===== config.mk =====
export PLATFORM = sky130hd
export DESIGN_NAME = wmbus_compact_frame_decoder_top
export DESIGN_NICKNAME = d
export VERILOG_FILES = /design/src/wmcfd_pkg.sv /design/src/wmcfd_crc8.sv /design/src/wmcfd_frame.sv /design/src/wmcfd_top.sv
export SDC_FILE = /design/constraint.sdc
export NUM_CORES = 1
export LEC_CHECK = 0
export ABC_AREA = 0
export BUFFER_PORTS_ARGS = -buffer_cell sky130_fd_sc_hd__buf_2
export CAP_MARGIN = 20
export CORE_ASPECT_RATIO = 0.9
export CORE_MARGIN = 8
export CORE_UTILIZATION = 40
export DETAILED_ROUTE_END_ITERATION = 10
export PLACE_DENSITY_LB_ADDON = 0.15
export SETUP_SLACK_MARGIN = 0.3
export SKIP_LAST_GASP = 1
export SYNTH_ARGS = -nofsm -noshare
export SYNTH_HDL_FRONTEND = slang
export SYNTH_SLANG_ARGS = --single-unit

===== constraint.sdc =====
create_clock -name clk -period 5.43 [get_ports clk]
set_input_delay 0.8145 -clock clk [delete_from_list [all_inputs] [get_ports clk]]
set_output_delay 0.8145 -clock clk [all_outputs]
set_load 0.01 [all_outputs]

===== src/wmcfd_pkg.sv =====
// ----------------------------------------------------------------------------
// wmcfd_pkg
// Shared types and constants for the compact meter frame decoder.
// ----------------------------------------------------------------------------
package wmcfd_pkg;

	// Frame index saturates here.
	localparam logic [7:0]  MAX_FRAME_BYTES = 8'd255;

	localparam logic [7:0]  COMPACT_TYPE    = 8'h79;
	localparam logic [7:0]  LONG_TYPE       = 8'h78;
	localparam logic [15:0] CRC_POLY        = 16'h3D65;

	// Byte positions within the frame
	localparam logic [7:0]  POS_CRC_LO      = 8'd0;
	localparam logic [7:0]  POS_CRC_HI      = 8'd1;
	localparam logic [7:0]  POS_TYPE        = 8'd2;
	localparam logic [7:0]  POS_TOTAL_FIRST = 8'd9;
	localparam logic [7:0]  POS_TOTAL_LAST  = 8'd12;
	localparam logic [7:0]  POS_TARGET_FIRST = 8'd13;
	localparam logic [7:0]  POS_TARGET_LAST = 8'd16;
	localparam logic [7:0]  POS_FLOW        = 8'd17;
	localparam logic [7:0]  POS_AMBIENT     = 8'd18;

	typedef enum logic [2:0] {
		ST_OK      = 3'd0,
		ST_LONG    = 3'd1,
		ST_UNKNOWN = 3'd2,
		ST_CRC_ERR = 3'd3,
		ST_SHORT   = 3'd4
	} status_t;

	typedef struct packed {
		logic [7:0] frame_byte;
		logic       last_byte;
	} item_t;

	typedef struct packed {
		status_t     status;
		logic [31:0] total_volume;
		logic [31:0] target_volume;
		logic [7:0]  flow_temperature;
		logic [7:0]  ambient_temperature;
	} result_t;

	// Control from the handshake stage to the frame tracker
	typedef struct packed {
		logic take;
		logic last;
	} step_ctrl_t;

endpackage


===== src/wmcfd_crc8.sv =====
// ----------------------------------------------------------------------------
// wmcfd_crc8
// One-byte update of the EN 13757 CRC-16, MSB first.
// ----------------------------------------------------------------------------
module wmcfd_crc8
	import wmcfd_pkg::*;
(
	input  logic [15:0] crc,
	input  logic [7:0]  data,
	output logic [15:0] crc_next
);

	always_comb begin
		logic [15:0] c;
		logic [7:0]  d;
		logic        fb;
		c = crc;
		d = data;
		for (int k = 0; k < 8; k++) begin
			fb = c[15] ^ d[7];
			c  = {c[14:0], 1'b0};
			if (fb) begin
				c = c ^ CRC_POLY;
			end
			d = {d[6:0], 1'b0};
		end
		crc_next = c;
	end

endmodule


===== src/wmcfd_frame.sv =====
// ----------------------------------------------------------------------------
// wmcfd_frame
// Frame tracker: byte index, CRC, captured fields and final status.
// ----------------------------------------------------------------------------
module wmcfd_frame
	import wmcfd_pkg::*;
(
	input  logic       clk,
	input  logic       arst_n,
	input  step_ctrl_t ctrl,
	input  logic [7:0] frame_byte,
	output result_t    res
);

	logic [7:0]  byte_index_q, byte_index_n;
	logic [15:0] crc_q, crc_n, crc_upd;
	logic [15:0] rx_crc_q, rx_crc_n;
	logic [7:0]  frame_type_q, frame_type_n;
	logic [31:0] total_q, total_n;
	logic [31:0] target_q, target_n;
	logic [7:0]  flow_q, flow_n;
	logic [7:0]  ambient_q, ambient_n;
	logic [7:0]  lane_off;

	wmcfd_crc8 u_crc (
		.crc      (crc_q),
		.data     (frame_byte),
		.crc_next (crc_upd)
	);

	// Fold the current byte into the frame state
	always_comb begin
		byte_index_n = byte_index_q;
		crc_n        = crc_q;
		rx_crc_n     = rx_crc_q;
		frame_type_n = frame_type_q;
		total_n      = total_q;
		target_n     = target_q;
		flow_n       = flow_q;
		ambient_n    = ambient_q;
		lane_off     = 8'd0;

		if (byte_index_q == POS_CRC_LO) begin
			rx_crc_n = {8'h00, frame_byte};
		end else if (byte_index_q == POS_CRC_HI) begin
			rx_crc_n[15:8] = frame_byte;
		end
		if (byte_index_q == POS_TYPE) begin
			frame_type_n = frame_byte;
		end
		if (byte_index_q >= POS_TYPE) begin
			crc_n = crc_upd;
		end

		if (byte_index_q >= POS_TOTAL_FIRST && byte_index_q <= POS_TOTAL_LAST) begin
			lane_off = byte_index_q - POS_TOTAL_FIRST;
			total_n[{lane_off[1:0], 3'b000} +: 8] = frame_byte;
		end else if (byte_index_q >= POS_TARGET_FIRST && byte_index_q <= POS_TARGET_LAST) begin
			lane_off = byte_index_q - POS_TARGET_FIRST;
			target_n[{lane_off[1:0], 3'b000} +: 8] = frame_byte;
		end else if (byte_index_q == POS_FLOW) begin
			flow_n = frame_byte;
		end else if (byte_index_q == POS_AMBIENT) begin
			ambient_n = frame_byte;
		end

		if (byte_index_q < MAX_FRAME_BYTES) begin
			byte_index_n = byte_index_q + 8'd1;
		end
	end

	// Classify the frame as it would stand after this byte
	always_comb begin
		status_t st;
		priority if (byte_index_q < POS_TYPE) begin
			st = ST_SHORT;
		end else if (frame_type_n == LONG_TYPE) begin
			st = ST_LONG;
		end else if (frame_type_n != COMPACT_TYPE) begin
			st = ST_UNKNOWN;
		end else if (~crc_n != rx_crc_n) begin
			st = ST_CRC_ERR;
		end else if (byte_index_q < POS_AMBIENT) begin
			st = ST_SHORT;
		end else begin
			st = ST_OK;
		end

		res.status = st;
		if (st == ST_OK) begin
			res.total_volume        = total_n;
			res.target_volume       = target_n;
			res.flow_temperature    = flow_n;
			res.ambient_temperature = ambient_n;
		end else begin
			res.total_volume        = 32'd0;
			res.target_volume       = 32'd0;
			res.flow_temperature    = 8'd0;
			res.ambient_temperature = 8'd0;
		end
	end

	// Advance on each byte; clear after the final byte of a frame
	always_ff @(posedge clk or negedge arst_n) begin
		if (!arst_n) begin
			byte_index_q <= '0;
			crc_q        <= '0;
			rx_crc_q     <= '0;
			frame_type_q <= '0;
			total_q      <= '0;
			target_q     <= '0;
			flow_q       <= '0;
			ambient_q    <= '0;
		end else if (ctrl.take) begin
			if (ctrl.last) begin
				byte_index_q <= '0;
				crc_q        <= '0;
				rx_crc_q     <= '0;
				frame_type_q <= '0;
				total_q      <= '0;
				target_q     <= '0;
				flow_q       <= '0;
				ambient_q    <= '0;
			end else begin
				byte_index_q <= byte_index_n;
				crc_q        <= crc_n;
				rx_crc_q     <= rx_crc_n;
				frame_type_q <= frame_type_n;
				total_q      <= total_n;
				target_q     <= target_n;
				flow_q       <= flow_n;
				ambient_q    <= ambient_n;
			end
		end
	end

endmodule


===== src/wmcfd_top.sv =====
// ----------------------------------------------------------------------------
// wmbus_compact_frame_decoder_top
// Compact meter frame decoder with EN 13757 CRC-16 check.
// ----------------------------------------------------------------------------
// Result path: a final byte's result reaches the result port through the
//   input register, then the result register.
// Throughput: one byte per cycle; the CRC byte update and the field capture
//   sit in one combinational step between the two registers. A final byte
//   waits in the input register only while an earlier result is stalled.
// Reset: arst_n clears the frame state and both valid flags at once.
// ----------------------------------------------------------------------------
module wmbus_compact_frame_decoder_top
	import wmcfd_pkg::*;
(
	input  logic    clk,
	input  logic    arst_n,
	input  item_t   item,
	input  logic    item_valid,
	output logic    item_stall,
	output result_t result,
	output logic    result_valid,
	input  logic    result_stall
);

	logic       s1_valid;
	item_t      item_s1;
	logic       res_free;
	logic       advance;
	step_ctrl_t ctrl;
	result_t    res_comb;
	result_t    result_q;
	logic       result_valid_q;

	// The result register can take a new value once the current one leaves
	assign res_free = !result_valid_q || !result_stall;

	// Only a final byte needs room downstream; other bytes always move on
	assign advance = s1_valid && (!item_s1.last_byte || res_free);

	// Hold the input register while its byte cannot advance
	assign item_stall = s1_valid && !advance;

	assign ctrl.take = advance;
	assign ctrl.last = item_s1.last_byte;

	// Input register
	always_ff @(posedge clk or negedge arst_n) begin
		if (!arst_n) begin
			s1_valid <= 1'b0;
		end else if (!item_stall) begin
			s1_valid <= item_valid;
		end
	end

	always_ff @(posedge clk) begin
		if (!item_stall && item_valid) begin
			item_s1 <= item;
		end
	end

	wmcfd_frame u_frame (
		.clk        (clk),
		.arst_n     (arst_n),
		.ctrl       (ctrl),
		.frame_byte (item_s1.frame_byte),
		.res        (res_comb)
	);

	// Result register: drop a taken transaction, load the next final byte
	always_ff @(posedge clk or negedge arst_n) begin
		if (!arst_n) begin
			result_valid_q <= 1'b0;
		end else if (advance && item_s1.last_byte) begin
			result_valid_q <= 1'b1;
		end else if (!result_stall) begin
			result_valid_q <= 1'b0;
		end
	end

	always_ff @(posedge clk) begin
		if (advance && item_s1.last_byte) begin
			result_q <= res_comb;
		end
	end

	assign result       = result_q;
	assign result_valid = result_valid_q;

	// Stall is only raised while a byte sits in the input register
	assert property (@(posedge clk) disable iff (!arst_n)
		item_stall |-> s1_valid)
		else $error("input stalled with empty input register");

	// A new result transaction follows a final byte leaving the input register
	assert property (@(posedge clk) disable iff (!arst_n)
		$rose(result_valid) |-> $past(s1_valid && item_s1.last_byte))
		else $error("result raised without a final byte");

	// Readings are zero unless the frame decoded cleanly
	assert property (@(posedge clk) disable iff (!arst_n)
		(result_valid && result.status != ST_OK) |->
			(result.total_volume == 32'd0 && result.target_volume == 32'd0 &&
			 result.flow_temperature == 8'd0 && result.ambient_temperature == 8'd0))
		else $error("readings present on a failed frame");

endmodule

==> flow_summary.ini, run 1 <==
[synthesis]
synthFlopType = dfrtp_1
synth_top_area_share_pct = 29.0
synth_area_mm2 = 0.0112
syn-num-nets = 1072
yosysSeqAreaShare_pct = 53.5
ys_types = 59
yosys.area.top_type = dfrtp_1
yosysWarnings = 0
synth-edff-count = 92
synthCells = 1052
synth.area.top_cells = dfrtp_1 (29%), edfxtp_1 (25%), a22oi_1 (8.6%), nand2_1 (4.8%), o21ai_0 (4.1%)
ys_ff_latch = 222
syn_avg_cell_area_um2 = 10.7
async_flop_share_pct = 58.6

[power_and_ir_drop]
power_density_mw_per_mm2 = 439
worst_ir_drop_vdd_v = 0.000263
p_leak_uw = 0.00506
power_uw = 5670

[layout]
postLayoutCoreUtil_pct = 46.4
nets = 1146
n_fill_cell = 2609
layout.cells.non_filler = 1506
drive_above_1_share_pct = 20.9
final_cell_mix = nand2_1 (142), dfrtp_1 (130), a22oi_1 (128)
area_growth_pct = 14.8
regArea_mm2 = 0.00602
multi_input_area_mm2 = 0.00486
final_common_cell = nand2_1
antennaDiodeCount = 0

[timing]
slew_headroom_pct = 29.4
slew_violations = 0
finalClockSkew_ns = 0.0135
worstMarginPinSlew_ns = 1.05
setup_viol = 0
fin_crit_ns = 4.20
fmax_mhz = 238
finalSetupTns_ns = 0
timing.final.hold_violations = 0
rsz0062_at_grt = false
period_share_pct = 77.3

[routing]
drc = 0
drt-pass1-iter-count = 5
totalWireLength_mm = 29.9
viasPerCell = 5.51
vias = 8301
drt-initial-drc-count = 789
ant_nets = 0
avgRoutedWirePerCell_um = 19.9

[worst_setup_path]
ff2ff_path_depth = 12
r2r_start = u_frame.byte_index_q[0]
path_class = flop to flop
worstPathArrival_ns = 4.58
worstSetupEndpointType = flop
path_max_fanout = 55
start_kind = flop
r2r_slack_ns = 1.23
r2r-end = result[64]
worstPathRequired_ns = 5.81

[placed_design]
place_congestion = 0.853
io_buffers = 97
dp_hpwl_mm = 19.0
placed_cells = 1457

[clock_tree]
htree_levels = 1
holdBufCountCts = 0
cts_buffer_depth = 3
cts_buffers = 26
cts_resized = 0
post-cts-setup-buffer-count = 0
cts.sinks = 222
insertion_delay_ns = 0.53
clkTransAtPathRegs_ns = 0.06
cts_tree = yes
root_buffer = clkbuf_16

[global_route]
grt_pass1_vias = 8192
overflow = 0
met2_usage_pct = 25.8
use_met3_pct = 2.59
grt_max_degree = 77
use_met1_pct = 26.3
grt_first_pass_wirelength_mm = 47.5
grt.total_usage_pct = 17.4
busiest_layer = met1
antenna_found_initial = 0

[floorplanning]
die_x_um = 193
fp.dieArea_mm2 = 0.0337
core_area_mm2 = 0.0278
die_y_um = 175
row_count = 58
initial_core_util_pct = 40.4
ioPinCount = 98

[job]
max-cap-violations = 0

[hold_path]
hold_path_class = input pin to async pin

[run_status]
status = complete, no violations
-- critical path, cell delays in order, from the launching register on --
cell     delay (ns)
dfrtp_1        0.51
inv_1          0.24
ha_1           0.19
buf_4          0.21
nand4_2        0.34
mux2i_1        0.40
xnor2_1        0.16
a21oi_1        0.08
or4_1          0.53
nor2_1         0.20
nand4_4        0.52
buf_12         0.43
nor2_1         0.17
-- power by group --
group          internal [uW]  total, uW  switching, uW
logic                    853       1840            986
registers               1920       2070            154
clock network           1060       1760            698
total                   3830       5670           1840
-- routing by layer --
layer | vias to the layer above | wire [um]
met5 | - | 0
met4 | 0 | 673
met3 | 46 | 1650
met2 | 242 | 13200
met1 | 4046 | 14400
li1 | 3967 | -
-- synth_stat cells (21+ instances only) --
master	instances
a22oi_1	128
xnor2_1	46
nor2_1	71
a21oi_1	21
o21ai_0	92
nor2_2	56
mux2i_1	29
dfrtp_1	130
clkbuf_1	57
a22o_1	21
edfxtp_1	92
nand2_1	143
-- state kept, by name (all words and copies together) (netlist names), 8 cells and up --
signal                flops
item_s1                   8
u_frame.byte_index_q      8
u_frame.ambient_q         8
u_frame.rx_crc_q         16
u_frame.frame_type_q      8
result                   83
u_frame.flow_q            8
u_frame.crc_q            16
u_frame.total_q          32
u_frame.target_q         32
-- metrics by stage --
step	cell area (um2)	hold WS [ns]	setup WS [ns]
detailed placement	12000	0.475	1.29
global placement	12000	0.470	1.35
finish	12900	0.400	1.23
global route	12900	0.443	0.933
floorplan	11200	0.450	1.43
CTS	12900	0.433	1.28
-- kinds of logic (layout without fill, tap and decap cells) --
logic type	count (synthesis)	in the layout	share of synthesized area (%)
xor+xnor	78	78	7.53
buf+inv	79	173	3.30
fa+ha+maj	7	7	0.780
flops	222	222	53.5
compound gates	303	303	18.0
simple gates	333	333	14.2
mux	30	30	2.68
-- layout make-up --
| class | count | share of cell area [%] |
|---|---|---|
| clock buffer | 43 | 6.57 |
| clock inverter | 5 | 0.213 |
| inverter | 7 | 0.204 |
| multi-input combinational | 751 | 37.6 |
| sequential | 222 | 46.6 |
| tap | 360 | 3.49 |
| timing repair buffer | 118 | 5.26 |
-- worst max-delay path by stage --
stage	to	depth (start not counted)	startpoint	slack (ns)
after global placement	result[76]	12	u_frame.byte_index_q[0]	1.35
after global routing	u_frame.target_q[29]	11	u_frame.byte_index_q[1]	0.93
after CTS	result[65]	12	u_frame.byte_index_q[0]	1.28
final	result[64]	12	u_frame.byte_index_q[0]	1.23
after floorplan	result[0]	3	result_stall	1.43
after detailed placement	result[64]	12	u_frame.byte_index_q[0]	1.29
No activity file was read; power rests on OpenSTA's default activity.
==> run 2: changes to the inputs <==
- clock period: 5.43 -> 3.9 ns (I/O delays scaled with it)
==> run 2 against run 1 <==
Final cell count rose by 1.7%; combinational power rose by 43%; flip-flop and latch count did not move; wire length rose by 2.0%; critical path depth fell by 2; via count rose by 1.9%; highest routed layer unchanged.
==> flow_summary.ini, run 2 (synthesis results as in run 1) <==
[run_status]
status = complete, no violations

[placed_design]
place_congestion = 0.866
dp_hpwl_mm = 19.2
io_buffers = 97
placed_cells = 1484
placed_area_mm2 = 0.0123

[global_route]
grt.total_usage_pct = 18.0
grt_first_pass_wirelength_mm = 48.6
antenna_found_initial = 0
grt_max_degree = 95
grt_pass1_vias = 8345
overflow = 0

[routing]
drc = 0
avgRoutedWirePerCell_um = 19.9
drt-pass1-iter-count = 8
viasPerCell = 5.52
ant_nets = 0
totalWireLength_mm = 30.5
vias = 8455
drt-initial-drc-count = 868

[worst_setup_path]
path_max_fanout = 41
start_kind = flop
slowest_delay_ns = 0.55
worstSetupEndpointType = flop
path_cells = nor4_4 -> nand2_2 -> o311ai_2 -> xnor2_1 -> nor3_1 -> a31oi_1 -> nor3_2 -> nand4_4 -> buf_12 -> nor2_1
worstPathRequired_ns = 4.17
critPathSlowestCell = nor4_4
path_class = flop to flop
worstPathArrival_ns = 3.72
crit_family = simple AND/OR/NAND/NOR gates
path_buf_inv = 1

[timing]
worstMarginPinSlew_ns = 1.00
fin_crit_ns = 3.45
setup_viol = 0
finalSetupTns_ns = 0
slew_headroom_pct = 33.2
fmax_mhz = 290
period_share_pct = 88.4
rsz0062_at_grt = false
slew_violations = 0
finalClockSkew_ns = 0.0144
timing.final.hold_violations = 0

[clock_tree]
cts.sinks = 222
clkTransAtPathRegs_ns = 0.06
cts_buffer_depth = 3
htree_levels = 1
root_buffer = clkbuf_16
insertion_delay_ns = 0.53
cts_buffers = 26
cts_tree = yes

[floorplanning]
die_y_um = 175
core_area_mm2 = 0.0278
ioPinCount = 98
initial_core_util_pct = 40.4
die_x_um = 193
fp.dieArea_mm2 = 0.0337
row_count = 58

[power_and_ir_drop]
power_density_mw_per_mm2 = 615
worst_ir_drop_vdd_v = 0.000398
p_leak_uw = 0.00522
power_uw = 8130

[layout]
n_fill_cell = 2602
regArea_mm2 = 0.00602
area_growth_pct = 17.5
largest_reg_flops = 83
layout.cells.non_filler = 1532
nets = 1172
drive_above_1_share_pct = 23.2
postLayoutCellArea_mm2 = 0.0132
final_common_cell = nand2_1
multi_input_area_mm2 = 0.00487
postLayoutCoreUtil_pct = 47.5
final_cell_mix = nand2_1 (141), dfrtp_1 (129), a22oi_1 (128)
antennaDiodeCount = 0

[hold_path]
hold_path_class = input pin to async pin

[job]
max-cap-violations = 0
## run 2: cell count changes in the layout (fill, tap and decap cells not counted), sizes merged
cell,before,now
buf,118,144
bufinv,0,3
clkbuf,43,39
clkinv,3,5
clkinvlp,0,1
inv,9,7
## run 2: what timing repair did
action                                  CTS  global route
buffers inserted                          0             0
gates resized for setup                   1             6
endpoints found under the setup margin   81            99
hold buffers                              0             0
## run 2: per-layer routing
metal,up-vias,global-route usage [%],part of all wire (%)
li1,4021,-,-
met3,46,2.89,5.5
met4,0,4.33,2.1
met1,4161,25.8,47
met2,227,27.9,45
met5,-,0,0
## run 2: final timing paths
check / slack [ns] / cells after the start / startpoint / endpoint
worst min register to register: 0.50 / 1 / u_frame.frame_type_q[6] / u_frame.frame_type_q[6]
worst max register to register: 0.45 / 10 / u_frame.byte_index_q[4] / result[63]
worst max-delay path: 0.45 / 10 / u_frame.byte_index_q[4] / result[63]
max in group asynchronous: 2.95 / 2 / arst_n / u_frame.total_q[9]
worst min-delay path: 0.07 / 1 / arst_n / u_frame.crc_q[1]
min in group clk: 0.22 / 1 / item[5] / item_s1[5]
## run 2: where the power goes
part	leakage, uW	internal, uW	switching (uW)
clock	0.000460	1630	973
combinational	0.00209	1200	1430
sequential	0.00267	2670	209
## run 2: area by class of cell
class / instances / share of cell area, %
Sequential cell: 222 / 45.6
Multi-Input combinational cell: 751 / 36.9
Timing Repair Buffer: 144 / 6.84
Clock buffer: 39 / 6.15
Tap cell: 360 / 3.41
Clock inverter: 9 / 0.948
Inverter: 7 / 0.199
## run 2: metrics by stage
step | setup slack, ns | hold slack [ns]
after CTS | 0.336 | 0.0939
after global placement | 0.212 | 0.480
after global routing | 0.317 | 0.126
after floorplan | 0.758 | 0.289
after detailed placement | 0.250 | 0.480
final | 0.451 | 0.0721
## run 2: worst register-to-register path: stages, from the launching register on
cell      delay [ns]
dfrtp_1         0.46
nor4_4          0.55
nand2_2         0.30
o311ai_2        0.53
xnor2_1         0.20
nor3_1          0.07
a31oi_1         0.43
nor3_2          0.12
nand4_4         0.14
buf_12          0.25
nor2_1          0.13
